`config.mk`:
```
export PLATFORM = sky130hd
export DESIGN_NAME = scm_scan
export DESIGN_NICKNAME = d
export VERILOG_FILES = /design/src/sv/scm_pkg.sv /design/src/sv/scm_scan.sv
export SDC_FILE = /design/constraint.sdc
export NUM_CORES = 1
export LEC_CHECK = 0
export ABC_AREA = 1
export ABC_CLOCK_PERIOD_IN_PS = 2130
export BUFFER_PORTS_ARGS = -buffer_cell sky130_fd_sc_hd__buf_4
export CORE_ASPECT_RATIO = 1.25
export CORE_MARGIN = 3
export CORE_UTILIZATION = 45
export DETAILED_ROUTE_END_ITERATION = 10
export PLACE_DENSITY = 0.8
export SYNTH_ARGS = -nofsm -noshare
export SYNTH_HDL_FRONTEND = slang
export SYNTH_SLANG_ARGS = --single-unit
export TNS_END_PERCENT = 10
```
`constraint.sdc`:
```
create_clock -name clock -period 2.13 [get_ports clock]
set_clock_uncertainty 0.15 [all_clocks]
set_input_delay 0.1065 -clock clock [delete_from_list [all_inputs] [get_ports clock]]
set_output_delay 0.1065 -clock clock [all_outputs]
set_load 0.02 [all_outputs]
```
`src/sv/scm_pkg.sv`:
```
`default_nettype none

package scm_pkg;

   // Field widths fixed by the word format
   localparam int IndexW = 20;
   localparam int DistW  = 32;

   // Default number of stored reverse matches
   localparam int TableDepthDefault = 1024;

   // Command codes
   localparam logic [1:0] OP_CLEAR = 2'd0;
   localparam logic [1:0] OP_LOAD  = 2'd1;
   localparam logic [1:0] OP_QUERY = 2'd2;

   // Input word
   typedef struct packed {
      logic [1:0]        opcode;
      logic [IndexW-1:0] query_index;
      logic [IndexW-1:0] train_index;
      logic [DistW-1:0]  distance_bits;
   } scm_req_type;

   // Result word
   typedef struct packed {
      logic              matched;
      logic [IndexW-1:0] out_query_index;
      logic [IndexW-1:0] out_train_index;
      logic [DistW-1:0]  out_distance_bits;
      logic              table_overflowed;
   } scm_rsp_type;

   // One stored reverse match: query index high, train index low
   typedef struct packed {
      logic [IndexW-1:0] query_index;
      logic [IndexW-1:0] train_index;
   } scm_entry_type;

   localparam int EntryW = $bits(scm_entry_type);

   // Scan engine status toward the command logic
   typedef struct packed {
      logic busy;
      logic done;
      logic hit;
   } scm_scan_status_type;

endpackage

`default_nettype wire

```
`src/sv/scm_scan.sv`:
```
`default_nettype none

module scm_scan import scm_pkg::*; #(
   parameter int  TABLE_DEPTH = TableDepthDefault,
   localparam int AddrW  = (TABLE_DEPTH > 1) ? $clog2(TABLE_DEPTH) : 1,
   localparam int CountW = $clog2(TABLE_DEPTH + 1)
) (
   input  wire logic                clock,
   input  wire logic                reset,
   input  wire logic                start_scan,
   input  wire logic [CountW-1:0]   fill_count,
   input  wire logic [IndexW-1:0]   key_query,
   input  wire logic [IndexW-1:0]   key_train,
   output logic                     rd_en,
   output logic      [AddrW-1:0]    rd_addr,
   input  wire scm_entry_type       rd_data,
   output scm_scan_status_type      status
);

   typedef enum logic {
      ST_IDLE,
      ST_SCAN
   } state_type;

   state_type         state_ff;
   logic [AddrW-1:0]  addr_ff;
   logic              issue_ff;
   logic              cmp_valid_ff;
   logic              last_ff;
   logic              done_ff;
   logic              hit_ff;

   logic              addr_is_last;
   logic              entry_match;

   // Address of the final stored entry reached
   assign addr_is_last = (CountW'(addr_ff) + CountW'(1)) == fill_count;

   // Symmetric test: stored train equals forward query, and the reverse
   assign entry_match = (rd_data.train_index == key_query) &&
                        (rd_data.query_index == key_train);

   assign rd_en   = issue_ff;
   assign rd_addr = addr_ff;

   assign status.busy = (state_ff == ST_SCAN);
   assign status.done = done_ff;
   assign status.hit  = hit_ff;

   // Sequencer: one read issued and one entry compared per cycle
   always_ff @(posedge clock) begin
      if (reset) begin
         state_ff     <= ST_IDLE;
         addr_ff      <= '0;
         issue_ff     <= 1'b0;
         cmp_valid_ff <= 1'b0;
         last_ff      <= 1'b0;
         done_ff      <= 1'b0;
         hit_ff       <= 1'b0;
      end else begin
         done_ff <= 1'b0;
         unique case (state_ff)
            ST_IDLE: begin
               if (start_scan) begin
                  if (fill_count == '0) begin
                     // empty table answers at once
                     done_ff <= 1'b1;
                     hit_ff  <= 1'b0;
                  end else begin
                     state_ff     <= ST_SCAN;
                     addr_ff      <= '0;
                     issue_ff     <= 1'b1;
                     cmp_valid_ff <= 1'b0;
                  end
               end
            end
            ST_SCAN: begin
               if (issue_ff) begin
                  cmp_valid_ff <= 1'b1;
                  last_ff      <= addr_is_last;
                  issue_ff     <= !addr_is_last;
                  if (!addr_is_last) begin
                     addr_ff <= addr_ff + AddrW'(1);
                  end
               end else begin
                  cmp_valid_ff <= 1'b0;
               end
               // first hit or end of table closes the scan
               if (cmp_valid_ff && (entry_match || last_ff)) begin
                  done_ff      <= 1'b1;
                  hit_ff       <= entry_match;
                  state_ff     <= ST_IDLE;
                  issue_ff     <= 1'b0;
                  cmp_valid_ff <= 1'b0;
               end
            end
            default: begin
               state_ff <= ST_IDLE;
            end
         endcase
      end
   end

endmodule

`default_nettype wire

```
==> After elaboration in Yosys (flattened, before gate mapping) <==
Index checks and enable logic that the tools add are counted.
{ "op_classes": {"addsub": 2, "mul": 0, "div_mod_pow": 0, "magnitude_cmp": 0, "eq_ne": 9, "n_shift": 0, "muxes": 27, "n_bitwise": 1, "n_reduce_logical": 9} }
{ "ops": {"columns": ["operator", "count"], "rows": [
  ["20-bit equality test", 2],
  ["10-bit two-way mux", 4],
  ["10-bit case mux with 2 select lines", 1],
  ["1-bit two-way mux", 17],
  ["10-bit by 1-bit adder with 11-bit output (second input constant)", 1],
  ["11-bit equality test", 1],
  ["11-bit logical NOT", 1],
  ["10-bit by 1-bit adder with 10-bit output (second input constant)", 1],
  ["1-bit case mux with 2 select lines", 5],
  ["2-bit != test (second input constant)", 4],
  ["2-bit by 1-bit != test with 1-bit output (second input constant)", 2],
  ["2-bit AND reduction", 2],
  ["4-bit AND reduction", 1],
  ["3-bit AND reduction", 1],
  ["1-bit logical AND", 2],
  ["1-bit logical NOT", 1],
  ["1-bit logical OR", 1],
  ["1-bit NOT", 1]
]} }
{ "totals": {"ff_bits": 16, "latch_bits": 0, "ramBits": 0, "romBits": 0, "input_bits": 94, "elab_cells": 55, "mem_count": 0} }

==> Depth between registers and ports, before layout <==
{ "depth": {"ltp_word": 6, "depth_mapped": 15} }

==> Worst setup path before layout <==
Ideal clock, no wire load.
{ "synth_path": {"path_type": "flip-flop to flip-flop", "startpoint": "reg addr_ff[1] (netlist: rd_addr[1])", "endpoint": "reg addr_ff[8] (netlist: rd_addr[8])", "t_arrival_ns": 1.807, "t_required_ns": 1.848, "path_slack_ns": 0.041, "path_stages_with_launch": 15, "n_path_buf": 0, "path_cell_list": "dfxtp_1 > ha_1 > nand3_1 > nor2_2 > nand2_1 > nand2_1 > nand2_1 > nand2_1 > nand2_1 > nor2_4 > nand3_4 > nand2_4 > inv_2 > nand2_1 > a21oi_1"} }
{ "synth_between": {"elab_chain_cells": 4} }
{ "synth_rtl": {"columns": ["item", "line", "rtl"], "rows": [
  ["start: declaration", "scm_scan.sv:26", "logic [AddrW-1:0] addr_ff;"],
  ["start signal: assignment", "scm_scan.sv:83", "addr_ff <= addr_ff + AddrW'(1);"],
  ["10-bit by 1-bit adder with 11-bit output or 10-bit by 1-bit adder with 10-bit output (tied branches)", "scm_scan.sv:37, scm_scan.sv:83", null],
  ["11-bit equality test or 10-bit two-way mux (tied branches)", "scm_scan.sv:37, scm_scan.sv:82", null],
  ["2-bit != test (no line) or 10-bit two-way mux (tied branches)", null, null],
  ["4-bit AND reduction (no line) or 10-bit case mux with 2 select lines (tied branches)", null, null]
]} }
Several ways; a longest one is shown, not always the timed one. The select of a mux whose other input is x is not followed.
A chain may end at the register's enable or synchronous reset.

==> Final worst setup path <==
Same ends and word-level chain as after synthesis.

==> results.sh <==
export IMPL_clk_latency_ns=0.25
export IMPL_hold_ws_ns=0.02887
export IMPL_area_growth_pct=56.06
export IMPL_setup_tns_final_ns=0
export IMPL_synth_net_count=450
export IMPL_core_rowCount=25
export IMPL_route_detailed_drc=0
export IMPL_cts_reportedPaths_clkPinSlew_ns=0.06
export IMPL_muxShareOfSynthArea_pct=0
export IMPL_path_cells="buf_6, nand3_4, nor3_4, nand3_1, nand2_2, nor2_1, nor2_2, nand3_4, nand2_4, nand3_1, a21oi_1"
export IMPL_diodes=0
export IMPL_synth_xor_area_share_pct=10.30
export IMPL_fp_dieW_um=64.42
export IMPL_worstPathBufferInverterCount=1
export IMPL_synth_adder_area_share_pct=0.6519
export IMPL_wl_per_cell_um=12.03
export IMPL_grt_total_usage_pct=23.27
export IMPL_finalWirelength_um=6303
export IMPL_crit_fanout=6
export IMPL_cp_end_kind="register"
export IMPL_hp_class="input pin to register"
export IMPL_die_h_um=79.02
export IMPL_grt_pass1_vias=2148
export IMPL_gp_congestion=0.9136
export IMPL_via_per_inst=4.697
export IMPL_pwr_density_cell_nw_per_um2=312.5
export IMPL_timing_final_ws_setup_ns=0.03895
export IMPL_drive_above_1_share_pct=33.62
export IMPL_required_ns=2.16
export IMPL_finalSetupViolations=0
export IMPL_syn_area_um2=1919
export IMPL_grt_pass1_wl_um=9639
export IMPL_initial_core_util_pct=48.70
export IMPL_drt_iter0_markers=100
export IMPL_fillers=349
export IMPL_power_w=0.0009360
export IMPL_final_hold_violation_count=0
export IMPL_maxSlewViolCount=0
export IMPL_port_buffers=107
export IMPL_coreArea_um2=3941
export IMPL_ys_seq_area_share_pct=16.69
export IMPL_synth_compound_area_share_pct=5.737
export IMPL_final_cell_area_um2=2995
export IMPL_cts_inserted_buffers=3
export IMPL_ant_nets=0
export IMPL_cts_buffer_depth=2
export IMPL_antenna_found_initial=0
export IMPL_clock_fmax_mhz=478.2
export IMPL_tightest_slew_ns=0.5350
export IMPL_place_area_um2=2796
export IMPL_vias=2461
export IMPL_cap_violations=0
export IMPL_post_place_ws_ns=0.02208
export IMPL_synth_cells=355
export IMPL_clock_sinks=16
export IMPL_cts_tree="built"
export IMPL_synth_area_per_cell_um2=5.407
export IMPL_fin_crit_ns=2.091
export IMPL_synth_warnings=0
export IMPL_cts_root_buffer="clkbuf_8"
export IMPL_ys_types=28
export IMPL_yosys_register_bits=16
export IMPL_hpwl_um=5168
export IMPL_rsz0062_at_grt="yes"
export IMPL_die_area_um2=5090
export IMPL_nNetsFinal=566
export IMPL_grt_max_degree=16
export IMPL_ios=108
export IMPL_max_stage_delay_ns=0.37
export IMPL_synth_top_family_by_area="simple AND/OR/NAND/NOR gates"
export IMPL_crit_slowest_cell="dfxtp_2"
export IMPL_period_share_pct=98.17
export IMPL_cp_top_family="simple AND/OR/NAND/NOR gates"
export IMPL_leakagePower_nw=1.643
export IMPL_multi_input_area_um2=1366
export IMPL_maxSlewHeadroom_pct=64.20
export IMPL_firstDrtPassIters=4
export IMPL_seq_area_um2=330.3
export IMPL_synth_simple_gate_area_share_pct=49.35
export IMPL_vdd_ir_drop_worst_mv=0.4779
export IMPL_ctsHtreeMaxLevel=1
export IMPL_status="finished clean"
export IMPL_startpoint_type="register"
export IMPL_worstPathArrival_ns=2.12
export IMPL_path_class="register to register"
export IMPL_globalRoute_totalOverflow=0
[repair_timing]
| item | 4_1_cts | 5_1_grt |
|---|---|---|
| hold endpoints to repair | 12 | 0 |
| gates resized for setup | 2 | 30 |
| cloned | 0 | 1 |
| pin swaps | 0 | 15 |
| endpoints found under the setup margin | 2 | 12 |
| hold buffers | 1 | 0 |
| setup buffers | 0 | 2 |
[Yosys cell counts]
cell type | n | area share (%)
nand2_2 | 2 | 0.65
inv_1 | 76 | 15
nand3_4 | 1 | 0.91
nand2_4 | 1 | 0.59
a211oi_2 | 1 | 0.65
nand2_1 | 141 | 28
nand3_2 | 3 | 1.6
o21ai_0 | 2 | 0.52
dfxtp_1 | 16 | 17
clkinv_1 | 1 | 0.20
xnor3_1 | 1 | 1.2
nand4_1 | 11 | 3.6
nor2_2 | 2 | 0.65
nand2_8 | 1 | 1.0
inv_2 | 1 | 0.20
nor2_4 | 1 | 0.59
buf_4 | 4 | 1.6
clkbuf_1 | 1 | 0.20
nor3_1 | 1 | 0.26
ha_1 | 1 | 0.65
nor2_1 | 22 | 4.3
buf_2 | 1 | 0.26
a21oi_1 | 15 | 3.9
nor3_4 | 1 | 0.85
o21bai_1 | 1 | 0.39
xnor2_1 | 20 | 9.1
nand3_1 | 26 | 6.8
o21ai_1 | 1 | 0.26
[routing by layer]
metal / share of wire [%] / track usage, % / vias to the layer above
met5: 0 / 0 / -
met2: 51 / 43.39 / 89
met1: 41 / 27.01 / 1061
li1: - / - / 1302
met3: 6.4 / 3.536 / 9
met4: 1.5 / 6.765 / 0
[layout make-up]
type	instances	area share, %
multi-input combinational	256	45.61
sequential	16	11.03
timing repair buffer	116	29.41
inverter	78	9.858
tap	54	2.256
clock buffer	4	1.838
[final timing paths]
| path | slack (ns) | startpoint | cells after the start | to |
|---|---|---|---|---|
| setup / recovery | 0.04 | rd_addr[1]$_SDFFE_PP0P_ | 11 | rd_addr[8]$_SDFFE_PP0P_ |
| hold / removal | 0.03 | start_scan | 3 | done_ff$_SDFF_PP0_ |
| setup reg to reg | 0.04 | rd_addr[1]$_SDFFE_PP0P_ | 11 | rd_addr[8]$_SDFFE_PP0P_ |
| hold reg to reg | 0.32 | last_ff$_SDFFE_PP0P_ | 2 | last_ff$_SDFFE_PP0P_ |
[state kept, by name, indices dropped and copies added (netlist names)]
signal,cells
rd_addr,10
cmp_valid_ff,1
done_ff,1
hit_ff,1
last_ff,1
rd_en,1
state_ff,1
[tightest hold or removal path, cell delays in order]
cell	delay [ns]
buf_4	0.11
nand3_1	0.10
a21oi_1	0.07
[cells by family (layout without fill, tap and decap cells)]
logic type | Yosys count | count (layout)
XOR/XNOR | 21 | 21
adder cells (fa/ha/maj) | 1 | 1
flip-flops | 16 | 16
AO/OA/AOI/OAI | 20 | 20
buffers and inverters | 84 | 198
AND/OR/NAND/NOR | 213 | 214
[power by group]
part	internal, W	switching (W)	total [W]	leakage [nW]
Clock	0.000164	0.000108	0.000273	0.0288
Sequential	0.000306	0.00000605	0.000312	0.134
Combinational	0.000195	0.000156	0.000352	1.48
Total	0.000665	0.000271	0.000936	1.64
[per-stage QoR]
step                cells  utilization, %
finish                524           76.00
global route          524           76.00
CTS                   521           72.70
detailed placement    516           70.95
global placement      516           70.95
floorplan             355               -
[cell usage in the layout (no fill, tap or decap), types with 2 or more instances in the layout]
cell type	n
buf_6	2
clkbuf_8	4
dfxtp_1	8
nor2_4	3
nand3_1	21
inv_2	2
nand2_2	5
buf_4	113
nor2_1	21
nand3_4	3
dfxtp_2	8
inv_1	74
nand3_2	6
a21oi_2	3
xnor2_1	20
o21ai_0	2
a21oi_1	12
nand4_1	11
nand2_4	2
nand2_1	138
Note: power is estimated with default switching activity, not from simulation.
